[config.mk]
export PLATFORM = sky130hd
export DESIGN_NAME = mutex_table_with_wait_queues_top
export DESIGN_NICKNAME = d
export VERILOG_FILES = /design/src/mtx_pkg.sv /design/src/mutex_table_with_wait_queues_top.sv /design/src/mtx_ram.sv
export SDC_FILE = /design/constraint.sdc
export NUM_CORES = 2
export LEC_CHECK = 0
export ABC_AREA = 1
export ABC_CLOCK_PERIOD_IN_PS = 15330
export BUFFER_PORTS_ARGS = -buffer_cell sky130_fd_sc_hd__buf_2
export CORE_MARGIN = 2
export CORE_UTILIZATION = 45
export DETAILED_ROUTE_END_ITERATION = 8
export GPL_TIMING_DRIVEN = 0
export PLACE_DENSITY = 0.58
export RECOVER_POWER = 25
export SLEW_MARGIN = 15
export SYNTH_ARGS = -nofsm -noshare
export SYNTH_HDL_FRONTEND = slang
export SYNTH_SLANG_ARGS = --single-unit
[constraint.sdc]
create_clock -name clk -period 15.33 [get_ports clk]
set_clock_uncertainty 0.2 [all_clocks]
set_input_delay 3.066 -clock clk [delete_from_list [all_inputs] [get_ports clk]]
set_output_delay 3.066 -clock clk [all_outputs]
set_load 0.01 [all_outputs]
[src/mtx_pkg.sv]
// ----------------------------------------------------------------------------
// mtx_pkg
// Shared sizes, request/response codes and item types of the mutex table.
// ----------------------------------------------------------------------------
package mtx_pkg;

	localparam int NUM_MUTEXES = 32;
	localparam int NUM_TASKS   = 64;

	localparam int MUTEX_IDX_W = (NUM_MUTEXES > 1) ? $clog2(NUM_MUTEXES) : 1;
	localparam int TASK_IDX_W  = $clog2(NUM_TASKS);

	localparam int KIND_W    = 2;
	localparam int MUTEX_W   = 8;
	localparam int TASK_W    = 6;
	localparam int STATUS_W  = 3;
	localparam int CREATED_W = 5;
	localparam int COUNT_W   = 6;

	localparam logic [KIND_W-1:0] KIND_CREATE = 2'd0;
	localparam logic [KIND_W-1:0] KIND_LOCK   = 2'd1;
	localparam logic [KIND_W-1:0] KIND_UNLOCK = 2'd2;

	localparam logic [STATUS_W-1:0] ST_OK        = 3'd0;
	localparam logic [STATUS_W-1:0] ST_NONE_FREE = 3'd1;
	localparam logic [STATUS_W-1:0] ST_INVALID   = 3'd2;
	localparam logic [STATUS_W-1:0] ST_DEADLOCK  = 3'd3;
	localparam logic [STATUS_W-1:0] ST_NOT_OWNER = 3'd4;
	localparam logic [STATUS_W-1:0] ST_QUEUED    = 3'd5;

	typedef struct packed {
		logic [KIND_W-1:0]  kind;
		logic [MUTEX_W-1:0] mutex_id;
		logic [TASK_W-1:0]  task_id;
	} req_t;

	typedef struct packed {
		logic [STATUS_W-1:0]  status;
		logic [CREATED_W-1:0] created_id;
		logic                 woken_valid;
		logic [TASK_W-1:0]    woken_task;
		logic [COUNT_W-1:0]   caller_lock_count;
	} rsp_t;

	// one row of the mutex memory
	typedef struct packed {
		logic [TASK_W-1:0] holder;
		logic [TASK_W-1:0] head;
		logic [TASK_W-1:0] tail;
	} mutex_ent_t;

	localparam int MUTEX_ENT_W = $bits(mutex_ent_t);

endpackage

[src/mutex_table_with_wait_queues_top.sv]
// ----------------------------------------------------------------------------
// mutex_table_with_wait_queues_top
// Mutex table with per-mutex FIFO wait queues and per-task held-lock counts.
// ----------------------------------------------------------------------------
// Usage:
//   req channel (req_valid / req_stall / req) carries one request item:
//   create, lock or unlock, a mutex number and the calling task.
//   rsp channel (rsp_valid / rsp_stall / rsp) returns exactly one item per
//   request, in order.
// Timing:
//   A request is taken in the idle state; the memories are read on that edge
//   and the result is decided and written back in the exec state that follows.
//   An unlock that hands the mutex to a waiter needs a second read of the
//   link and count memories at the head task, done in a further hand state.
//   The result is written into the output register as the decision is made.
// Stall: the next request is accepted while a result waits in the output
//   register; the block holds its decision cycle until that register drains.
// Reset: all mutexes are free, unlocked and unqueued; every count reads zero.
//   No clearing pass is needed (flop valid bits cover the count memory).
// ----------------------------------------------------------------------------
module mutex_table_with_wait_queues_top
	import mtx_pkg::*;
(
	input  logic clk,
	input  logic arst_n,
	input  logic req_valid,
	output logic req_stall,
	input  req_t req,
	output logic rsp_valid,
	input  logic rsp_stall,
	output rsp_t rsp
);

	typedef enum logic [1:0] {
		S_IDLE,
		S_EXEC,
		S_HAND
	} state_t;

	localparam int MW = MUTEX_IDX_W;
	localparam int TW = TASK_IDX_W;

	state_t state_q;

	logic [NUM_MUTEXES-1:0] allocated_q;
	logic [NUM_MUTEXES-1:0] locked_q;
	logic [NUM_MUTEXES-1:0] nonempty_q;
	logic [NUM_TASKS-1:0]   waiting_q;
	logic [NUM_TASKS-1:0]   cnt_vld_q;

	req_t               rq_s1;
	logic               cnt_vld_s1;
	logic [COUNT_W-1:0] caller_cnt_q;

	rsp_t rsp_q;
	logic rsp_valid_q;

	// memory ports
	logic                   m_we;
	mutex_ent_t             m_wdata;
	logic                   m_re;
	logic [MW-1:0]          m_raddr;
	logic [MUTEX_ENT_W-1:0] m_rbits;
	mutex_ent_t             m_rd;

	logic              nw_we;
	logic [TW-1:0]     nw_waddr;
	logic [TASK_W-1:0] nw_wdata;
	logic              nw_re;
	logic [TASK_W-1:0] nw_rd;

	logic               c_we;
	logic [TW-1:0]      c_waddr;
	logic [COUNT_W-1:0] c_wdata;
	logic               c_re;
	logic [TW-1:0]      c_raddr;
	logic [COUNT_W-1:0] c_rd;

	assign m_rd = mutex_ent_t'(m_rbits);

	mtx_ram #(.WIDTH(MUTEX_ENT_W), .DEPTH(NUM_MUTEXES)) u_mutex_ram (
		.clk   (clk),
		.we    (m_we),
		.waddr (rq_s1.mutex_id[MW-1:0]),
		.wdata (MUTEX_ENT_W'(m_wdata)),
		.re    (m_re),
		.raddr (m_raddr),
		.rdata (m_rbits)
	);

	mtx_ram #(.WIDTH(TASK_W), .DEPTH(NUM_TASKS)) u_link_ram (
		.clk   (clk),
		.we    (nw_we),
		.waddr (nw_waddr),
		.wdata (nw_wdata),
		.re    (nw_re),
		.raddr (TW'(m_rd.head)),
		.rdata (nw_rd)
	);

	mtx_ram #(.WIDTH(COUNT_W), .DEPTH(NUM_TASKS)) u_count_ram (
		.clk   (clk),
		.we    (c_we),
		.waddr (c_waddr),
		.wdata (c_wdata),
		.re    (c_re),
		.raddr (c_raddr),
		.rdata (c_rd)
	);

	// handshake
	logic accept;
	logic out_free;
	assign req_stall = (state_q != S_IDLE);
	assign accept    = req_valid && (state_q == S_IDLE);
	assign out_free  = !rsp_valid_q || !rsp_stall;
	assign rsp_valid = rsp_valid_q;
	assign rsp       = rsp_q;

	// request decode
	logic [MW-1:0]      mi;
	logic [TW-1:0]      ti;
	logic               task_ok;
	logic               m_ok;
	logic [COUNT_W-1:0] cnt_cur;
	logic [COUNT_W-1:0] cnt_up;
	logic [COUNT_W-1:0] cnt_dn;
	logic               free_found;
	logic [MW-1:0]      free_idx;

	assign mi      = rq_s1.mutex_id[MW-1:0];
	assign ti      = TW'(rq_s1.task_id);
	assign task_ok = (32'(rq_s1.task_id) < NUM_TASKS);
	assign m_ok    = (32'(rq_s1.mutex_id) < NUM_MUTEXES);
	assign cnt_cur = cnt_vld_s1 ? c_rd : '0;
	assign cnt_up  = (cnt_cur == '1) ? cnt_cur : cnt_cur + COUNT_W'(1);
	assign cnt_dn  = (cnt_cur == '0) ? cnt_cur : cnt_cur - COUNT_W'(1);

	// lowest free mutex
	always_comb begin
		free_found = 1'b0;
		free_idx   = '0;
		for (int j = NUM_MUTEXES - 1; j >= 0; j--) begin
			if (!allocated_q[j]) begin
				free_found = 1'b1;
				free_idx   = MW'(j);
			end
		end
	end

	// decision
	logic               hand_go;
	logic               fire;
	logic               finish;
	rsp_t               rsp_n;
	logic               set_alloc;
	logic               set_locked;
	logic               clr_locked;
	logic               set_nonempty;
	logic               clr_nonempty;
	logic               set_waiting;
	logic               clr_waiting;
	logic [TW-1:0]      wake_idx;

	always_comb begin
		hand_go      = 1'b0;
		rsp_n        = '0;
		set_alloc    = 1'b0;
		set_locked   = 1'b0;
		clr_locked   = 1'b0;
		set_nonempty = 1'b0;
		clr_nonempty = 1'b0;
		set_waiting  = 1'b0;
		clr_waiting  = 1'b0;
		wake_idx     = TW'(m_rd.head);
		m_we         = 1'b0;
		m_wdata      = m_rd;
		nw_we        = 1'b0;
		nw_waddr     = TW'(m_rd.tail);
		nw_wdata     = rq_s1.task_id;
		c_we         = 1'b0;
		c_waddr      = ti;
		c_wdata      = cnt_cur;

		rsp_n.status            = ST_INVALID;
		rsp_n.caller_lock_count = task_ok ? cnt_cur : '0;

		unique case (state_q)
			S_EXEC: begin
				if (rq_s1.kind == KIND_CREATE) begin
					if (free_found) begin
						set_alloc        = 1'b1;
						rsp_n.status     = ST_OK;
						rsp_n.created_id = CREATED_W'(free_idx);
					end else begin
						rsp_n.status = ST_NONE_FREE;
					end
				end else if (rq_s1.kind == KIND_LOCK || rq_s1.kind == KIND_UNLOCK) begin
					if (!task_ok || !m_ok || !allocated_q[mi]) begin
						rsp_n.status = ST_INVALID;
					end else if (rq_s1.kind == KIND_LOCK) begin
						if (waiting_q[ti]) begin
							rsp_n.status = ST_INVALID;
						end else if (locked_q[mi] && m_rd.holder == rq_s1.task_id) begin
							rsp_n.status = ST_DEADLOCK;
						end else if (locked_q[mi]) begin
							// append caller to the wait queue
							nw_we        = nonempty_q[mi];
							m_we         = 1'b1;
							m_wdata.head = nonempty_q[mi] ? m_rd.head : rq_s1.task_id;
							m_wdata.tail = rq_s1.task_id;
							set_nonempty = 1'b1;
							set_waiting  = 1'b1;
							rsp_n.status = ST_QUEUED;
						end else begin
							m_we           = 1'b1;
							m_wdata.holder = rq_s1.task_id;
							set_locked     = 1'b1;
							c_we           = 1'b1;
							c_wdata        = cnt_up;
							rsp_n.status   = ST_OK;
							rsp_n.caller_lock_count = cnt_up;
						end
					end else begin
						if (!locked_q[mi] || m_rd.holder != rq_s1.task_id) begin
							rsp_n.status = ST_NOT_OWNER;
						end else begin
							c_we    = 1'b1;
							c_wdata = cnt_dn;
							rsp_n.status = ST_OK;
							rsp_n.caller_lock_count = cnt_dn;
							if (nonempty_q[mi]) begin
								hand_go = 1'b1;
							end else begin
								m_we           = 1'b1;
								m_wdata.holder = '0;
								clr_locked     = 1'b1;
							end
						end
					end
				end else begin
					rsp_n.status = ST_INVALID;
				end
			end
			S_HAND: begin
				// direct handoff to the oldest waiter
				m_we           = 1'b1;
				m_wdata.holder = m_rd.head;
				if (m_rd.head == m_rd.tail) begin
					clr_nonempty = 1'b1;
				end else begin
					m_wdata.head = nw_rd;
				end
				clr_waiting = 1'b1;
				c_we        = 1'b1;
				c_waddr     = wake_idx;
				c_wdata     = cnt_up;
				rsp_n.status            = ST_OK;
				rsp_n.woken_valid       = 1'b1;
				rsp_n.woken_task        = m_rd.head;
				rsp_n.caller_lock_count = caller_cnt_q;
			end
			default: begin
			end
		endcase

		fire   = ((state_q == S_EXEC) && (hand_go || out_free)) ||
		         ((state_q == S_HAND) && out_free);
		finish = fire && !hand_go;

		m_we  = m_we && fire;
		nw_we = nw_we && fire;
		c_we  = c_we && fire;
	end

	// read issue
	assign m_re    = accept;
	assign m_raddr = req.mutex_id[MW-1:0];
	assign nw_re   = fire && hand_go;
	assign c_re    = accept || (fire && hand_go);
	assign c_raddr = accept ? TW'(req.task_id) : TW'(m_rd.head);

	always_ff @(posedge clk or negedge arst_n) begin
		if (!arst_n) begin
			state_q      <= S_IDLE;
			allocated_q  <= '0;
			locked_q     <= '0;
			nonempty_q   <= '0;
			waiting_q    <= '0;
			cnt_vld_q    <= '0;
			rq_s1        <= '0;
			cnt_vld_s1   <= 1'b0;
			caller_cnt_q <= '0;
			rsp_q        <= '0;
			rsp_valid_q  <= 1'b0;
		end else begin
			if (finish) begin
				rsp_q       <= rsp_n;
				rsp_valid_q <= 1'b1;
			end else if (rsp_valid_q && !rsp_stall) begin
				rsp_valid_q <= 1'b0;
			end

			if (c_re) begin
				cnt_vld_s1 <= cnt_vld_q[c_raddr];
			end

			unique case (state_q)
				S_IDLE: begin
					if (accept) begin
						rq_s1   <= req;
						state_q <= S_EXEC;
					end
				end
				S_EXEC: begin
					if (fire) begin
						state_q <= hand_go ? S_HAND : S_IDLE;
						caller_cnt_q <= rsp_n.caller_lock_count;
					end
				end
				S_HAND: begin
					if (fire) begin
						state_q <= S_IDLE;
					end
				end
				default: begin
					state_q <= S_IDLE;
				end
			endcase

			if (fire) begin
				if (set_alloc)    allocated_q[free_idx] <= 1'b1;
				if (set_locked)   locked_q[mi]          <= 1'b1;
				if (clr_locked)   locked_q[mi]          <= 1'b0;
				if (set_nonempty) nonempty_q[mi]        <= 1'b1;
				if (clr_nonempty) nonempty_q[mi]        <= 1'b0;
				if (set_waiting)  waiting_q[ti]         <= 1'b1;
				if (clr_waiting)  waiting_q[wake_idx]   <= 1'b0;
				if (c_we)         cnt_vld_q[c_waddr]    <= 1'b1;
			end
		end
	end

endmodule

[src/mtx_ram.sv]
// ----------------------------------------------------------------------------
// mtx_ram
// Generic simple dual-port RAM: one write port, one read port, registered read.
// ----------------------------------------------------------------------------
module mtx_ram #(
	parameter int WIDTH = 8,
	parameter int DEPTH = 32
) (
	input  logic                                      clk,
	input  logic                                      we,
	input  logic [((DEPTH > 1) ? $clog2(DEPTH) : 1)-1:0] waddr,
	input  logic [WIDTH-1:0]                          wdata,
	input  logic                                      re,
	input  logic [((DEPTH > 1) ? $clog2(DEPTH) : 1)-1:0] raddr,
	output logic [WIDTH-1:0]                          rdata
);

	logic [WIDTH-1:0] mem [DEPTH];

	always_ff @(posedge clk) begin
		if (we) begin
			mem[waddr] <= wdata;
		end
		if (re) begin
			rdata <= mem[raddr];
		end
	end

endmodule
# After elaboration in Yosys (flattened, before gate mapping)
# Memories as Yosys holds them, arrays and structs flattened. A register that Yosys moved wholly into a read port is not among the register bits.
# Cells that the tools add are included.
dict set report word_totals {
  regBits 271
  latch_bits 0
  ram_bits 1344
  romBits 0
  in_bits 20
  output_inout_bits 23
  elab_cells 300
  mem_count 3
}
dict set report classes {
  addsub 2
  n_mul 0
  div 0
  magnitude_cmp 12
  eq_ne 11
  n_shift 0
  n_mux 207
  bitwise 10
  n_reduce_logical 38
}
# memory words width read_ports rd_clocked_by_memory_dff wr line
set mem_list {}
lappend mem_list {u_mutex_ram.mem 32 18 1 1 1 mtx_ram.sv:18} ;# logic [WIDTH-1:0] mem [DEPTH];
lappend mem_list {u_count_ram.mem 64 6 1 1 1 mtx_ram.sv:18}
lappend mem_list {u_link_ram.mem 64 6 1 1 1 mtx_ram.sv:18}
# cell n
set ops {}
lappend ops {{$mux 32} 6}
lappend ops {{$mux 64} 3}
lappend ops {{$mux 5} 35}
lappend ops {{$or 64x64->64} 2}
lappend ops {{$mux 6} 20}
lappend ops {{$mux 1} 106}
lappend ops {{$or 32x32->32} 3}
lappend ops {{$mux 18} 5}
lappend ops {{$and 32x32->32} 2}
lappend ops {{$and 64x64->64} 1}
lappend ops {{$not 64->64} 1}
lappend ops {{$not 32->32} 1}
lappend ops {{$lt 6x7->1 const B} 4}
lappend ops {{$mux 12} 2}
lappend ops {{$mux 3} 8}
lappend ops {{$pmux 12 s2} 1}
lappend ops {{$pmux 6 s2} 2}
lappend ops {{$demux 1 s6} 3}
lappend ops {{$ge 6x1->1 const B} 3}
lappend ops {{$bmux 1 s5} 3}
lappend ops {{$logic_and 1x1->1} 15}
lappend ops {{$bmux 1 s6} 2}
lappend ops {{$eq 6x6->1} 2}
lappend ops {{$lt 5x6->1 const B} 2}
lappend ops {{22 further kinds} 48}

# Longest topological paths before layout
dict set report depth {
  ltp_word 37
  mapped_depth 35
  depth_no_buf 34
}

# By module
# From an unflattened synthesis, not the netlist that was laid out.
dict set report hier_totals {
  hier_cells 6697
  hier_area_um2 71140.7
}
# module n_inst cells_each area_per_inst_um2 seq_area_each_um2
set by_module_without_submodules {}
lappend by_module_without_submodules {{mtx_ram (u_count_ram ...)} 2 1393 16002.8 11711.2}
lappend by_module_without_submodules {{mtx_ram (u_mutex_ram)} 1 2009 24028.0 17837.1}
lappend by_module_without_submodules {mutex_table_with_wait_queues_top 1 1902 15107.0 6781.5}

# Least setup slack after synthesis
# No wires, ideal clock.
dict set report synth_path {
  kind {in2reg}
  from {input rsp_stall}
  to {memory u_mutex_ram.mem[0][0] (netlist name), enable pin}
  setup_ns 0.416
  t_arrival_ns 5.277
  required_ns 14.714
  path_slack_ns 9.437
  cell_stages 9
  n_path_buf 2
  cell_sequence {nand2_1 > inv_1 > a21oi_1 > nor2_2 > inv_2 > buf_6 > nand3_1 > buf_2 > nor3_1}
}
dict set report synth_between {
  elab_chain_cells 8
  elab_cells_between_ends 9
  classes_between {mux: 2; reduce/logical: 7}
}
# item line
set synth_rtl {}
lappend synth_rtl {{start, declared} mutex_table_with_wait_queues_top.sv:30} ;# input logic rsp_stall,
lappend synth_rtl {{$logic_not 1->1 *} mutex_table_with_wait_queues_top.sv:116} ;# assign out_free = !rsp_valid_q || !rsp_stall;
lappend synth_rtl {{$logic_or 1x1->1 *} mutex_table_with_wait_queues_top.sv:116}
lappend synth_rtl {{$logic_or 1x1->1} mutex_table_with_wait_queues_top.sv:267} ;# fire = ((state_q == S_EXEC) && (hand_go || out_free)) ||
lappend synth_rtl {{$logic_and 1x1->1} mutex_table_with_wait_queues_top.sv:267}
lappend synth_rtl {{$logic_or 1x1->1 *} mutex_table_with_wait_queues_top.sv:267}
lappend synth_rtl {{$logic_and 1x1->1 *} mutex_table_with_wait_queues_top.sv:271} ;# m_we = m_we && fire;
lappend synth_rtl {{$mux 1 *} mtx_ram.sv:21} ;# if (we) begin
lappend synth_rtl {{$mux 1 (implied by the code) *} mtx_ram.sv:22} ;# mem[waddr] <= wdata;
lappend synth_rtl {{end, declared} mtx_ram.sv:18}
# Mark *: on every way between the ends. The rest lies on a longest branch, timed or not.

# Worst setup path in the final report
dict set report layout_path {
  from {register rq_s1 (netlist bit nw_wdata[4])}
  to {memory u_mutex_ram.mem[24][13] (netlist name), enable pin}
}
dict set report layout_between {
  elab_chain_cells 14
  elab_cells_between_ends 26
  classes_between {eq/ne: 2; mux: 18; reduce/logical: 6}
}
# item line
set layout_rtl {}
lappend layout_rtl {{start, declared} mutex_table_with_wait_queues_top.sv:51} ;# req_t rq_s1;
lappend layout_rtl {{start signal, assigned} mutex_table_with_wait_queues_top.sv:311} ;# rq_s1 <= req;
lappend layout_rtl {{parallel branches: the longest is 11 deep, another holds $bmux 1 s6} --}
lappend layout_rtl {{$logic_and 1x1->1 *} mutex_table_with_wait_queues_top.sv:271}
lappend layout_rtl {{$mux 1 *} mtx_ram.sv:21}
lappend layout_rtl {{$mux 1 (implied by the code) *} mtx_ram.sv:22}
# Mark *: on every way between the ends. The select of a mux whose other input is x is not followed.

==> results.ini <==
[yosys]
synth_top_area_cell=edfxtp_1
yosysWarnings=0
syn_area_um2=67200
synth.top_cell.area_share_pct=61.4
async_reset_ff_share_pct=16.5
ys_top_cells_by_area=edfxtp_1, dfrtp_1, o21ai_0
syn-instance-count=5426
synth_edf_count=1374
synth_most_common_cell=edfxtp_1
synth_ff_type=edfxtp_1
yosysSeqAreaShare_pct=71.5
synthesis.nets=5454
ys_ff_latch=1645
synth_commonest_cells=edfxtp_1, nor2_1, o21ai_0, nand2_1, clkbuf_1
syn_area_per_cell_um2=12.4
synth_cell_types=51

[global_routing]
grt_start_max_net_pins=96
grtUsageTotal_pct=30.0
antenna_found_initial=7
grt_first_pass_wirelength_um=331000
grt_pass1_vias=45900
gr-total-overflow=0

[drt]
drt-pass1-iter-count=9
drc=0
wl_per_cell_um=29.6
vias=49300
drt_iter0_drc=7199
vias_per_cell=6.31
detail-route-antenna-nets=0
wirelength_um=231000

[sta]
drv_slew=378
period_needed_ps=9190
relSlewSlack_pct=-241
finalHoldViolations=0
finalSetupTns_ps=0
rsz0062_at_grt=false
setup_viol=0
max_freq_mhz=109
tightest_slew_ps=5120
min_period_over_period_pct=59.9

[clocking]
clkSinkCount=1645
cts_hold_buf=0
cts_tree=yes
h-tree-depth=4
clock_path_buffers=3
root_buffer=clkbuf_16
cts_setup_buffers=0
clk_latency_ps=820
path_clk_slew_ps=60
cts_buffers=172
cts-resized-gates=0

[floorplanning]
io_pins=43
die_area_um2=152000
core_um2=148000
rows=141
start_util_pct=45.4
die_h_um=390
die_w_um=390

[power_and_ir_drop]
peakVddDrop_v=0.000125
p_leak_uw=0.0264
pwr_density_cell_nw_per_um2=169

[critical_path]
worst_setup_path_end_kind=flip-flop
crit_type=flip-flop to flip-flop
critPathRequiredTime_ps=15620
slowest_stage=clkbuf_1
cpMostUsedCell=clkbuf_1
crit_chain=clkbuf_1, clkbuf_1, inv_1, clkbuf_1, a221oi_1, and3_1, nand2_1, inv_1, nand3_1, nor2_1, nor2_1, inv_1, clkbuf_1, nand3_1, buf_2, nor3_2, buf_4
path_buf_inv=9
crit_fanout=39
slowest_delay_ps=1440
crit_path_start_kind=flip-flop
crit_family=buffers and inverters
worstPathArrival_ps=9480

[placement]
gp_congestion=0.971
dp_hpwl_um=160000
io_buffer_count=39

[job]
cap_viol_max_count=8

[status]
outcome=complete, but fails checks
violations=max-capacitance violations, max-slew violations

[final_layout]
drive_gt1_share_pct=8.00
areaGrowthSynthToFinish_pct=14.5
fin_nets=5771
post-route-util_pct=52.0
num_antenna_cells=0

[min_path]
hold_path.class=flip-flop to flip-flop

## layer usage
metal	up-vias	part of all wire (%)	GRT usage [%]
met5	-	0.0056	0
met4	2	4.1	11.3
met3	503	11	5.95
met2	3092	44	45.1
met1	24700	41	43.3
li1	21000	-	-
## power breakdown
group	total, µW	switching (µW)	internal, µW
Clock	4140	1770	2370
Sequential	5650	157	5500
Combinational	3180	2480	696
Total	13000	4410	8560
## kinds of logic (layout without fill, tap and decap cells)
family | Yosys count | after routing | share of synthesized area (%)
AOI/OAI and AO/OA | 1505 | 1505 | 14.4
xor gates and xnor gates | 3 | 3 | 0.0391
adders and majority gates | 8 | 8 | 0.149
buffers and inverters | 603 | 1063 | 3.49
DFF | 1645 | 1645 | 71.5
and+or+nand+nor | 1662 | 1662 | 10.5
## sequential cells by signal, summed over array words and instances (netlist names), 18 cells and up, named ones only
signal / flops
u_mutex_ram.mem: 576
u_count_ram.mem: 384
u_link_ram.mem: 384
cnt_vld_q: 64
waiting_q: 64
allocated_q: 32
locked_q: 32
rsp: 21
u_mutex_ram.rdata: 18
## placed cells by master, fill, tap and decap left out, types with 40 or more instances in the layout
cell type and n:
nand3_1 160, a32oi_1 81, dfrtp_1 271, or2_1 42, o22ai_1 115, buf_4 65
a221oi_1 55, clkbuf_1 386, nand4_1 79, nor3_2 40, a22oi_1 101, clkbuf_16 176
edfxtp_1 1374, inv_1 230, nor2_1 788, nand2_1 498, o221ai_1 167, a21oi_1 74
o211ai_1 84, a31oi_1 126, o21ai_0 622
## area by class of cell
| type | count | area (µm²) |
|---|---|---|
| fill | 12600 | 71000 |
| sequential | 1645 | 48000 |
| multi-input combinational | 3178 | 17200 |
| clock buffer | 233 | 4730 |
| tap | 1930 | 2410 |
| timing repair buffer | 143 | 1400 |
| buffer | 354 | 1380 |
| inverter | 249 | 937 |
| clock inverter | 84 | 832 |
## worst paths after layout
path / startpoint / end / slack, ps / cells past startpoint
worst min-delay path: cnt_vld_q[40] / cnt_vld_q[40] / 260 / 1
min in group asynchronous: arst_n / allocated_q[1] / 3900 / 1
worst max-delay path: nw_wdata[4] / u_mutex_ram.mem[24][13] / 6140 / 17
worst max register to register: nw_wdata[4] / u_mutex_ram.mem[24][13] / 6140 / 17
worst min register to register: cnt_vld_q[40] / cnt_vld_q[40] / 260 / 1
max in group asynchronous: arst_n / asynchronous set/reset pin / 8130 / 1
## metrics by stage
step	area (µm²)	setup WS (ps)	total power, µW	cells	hold WS [ps]
floorplan	67200	9440	7210	5426	227
global placement	69800	4830	8660	7395	239
detailed placement	71600	7380	8860	7499	246
global route	77000	5740	13300	7816	266
finish	77000	6140	13000	7816	260
CTS	77200	8200	13000	7816	261
(Power assumes the default switching activity.)
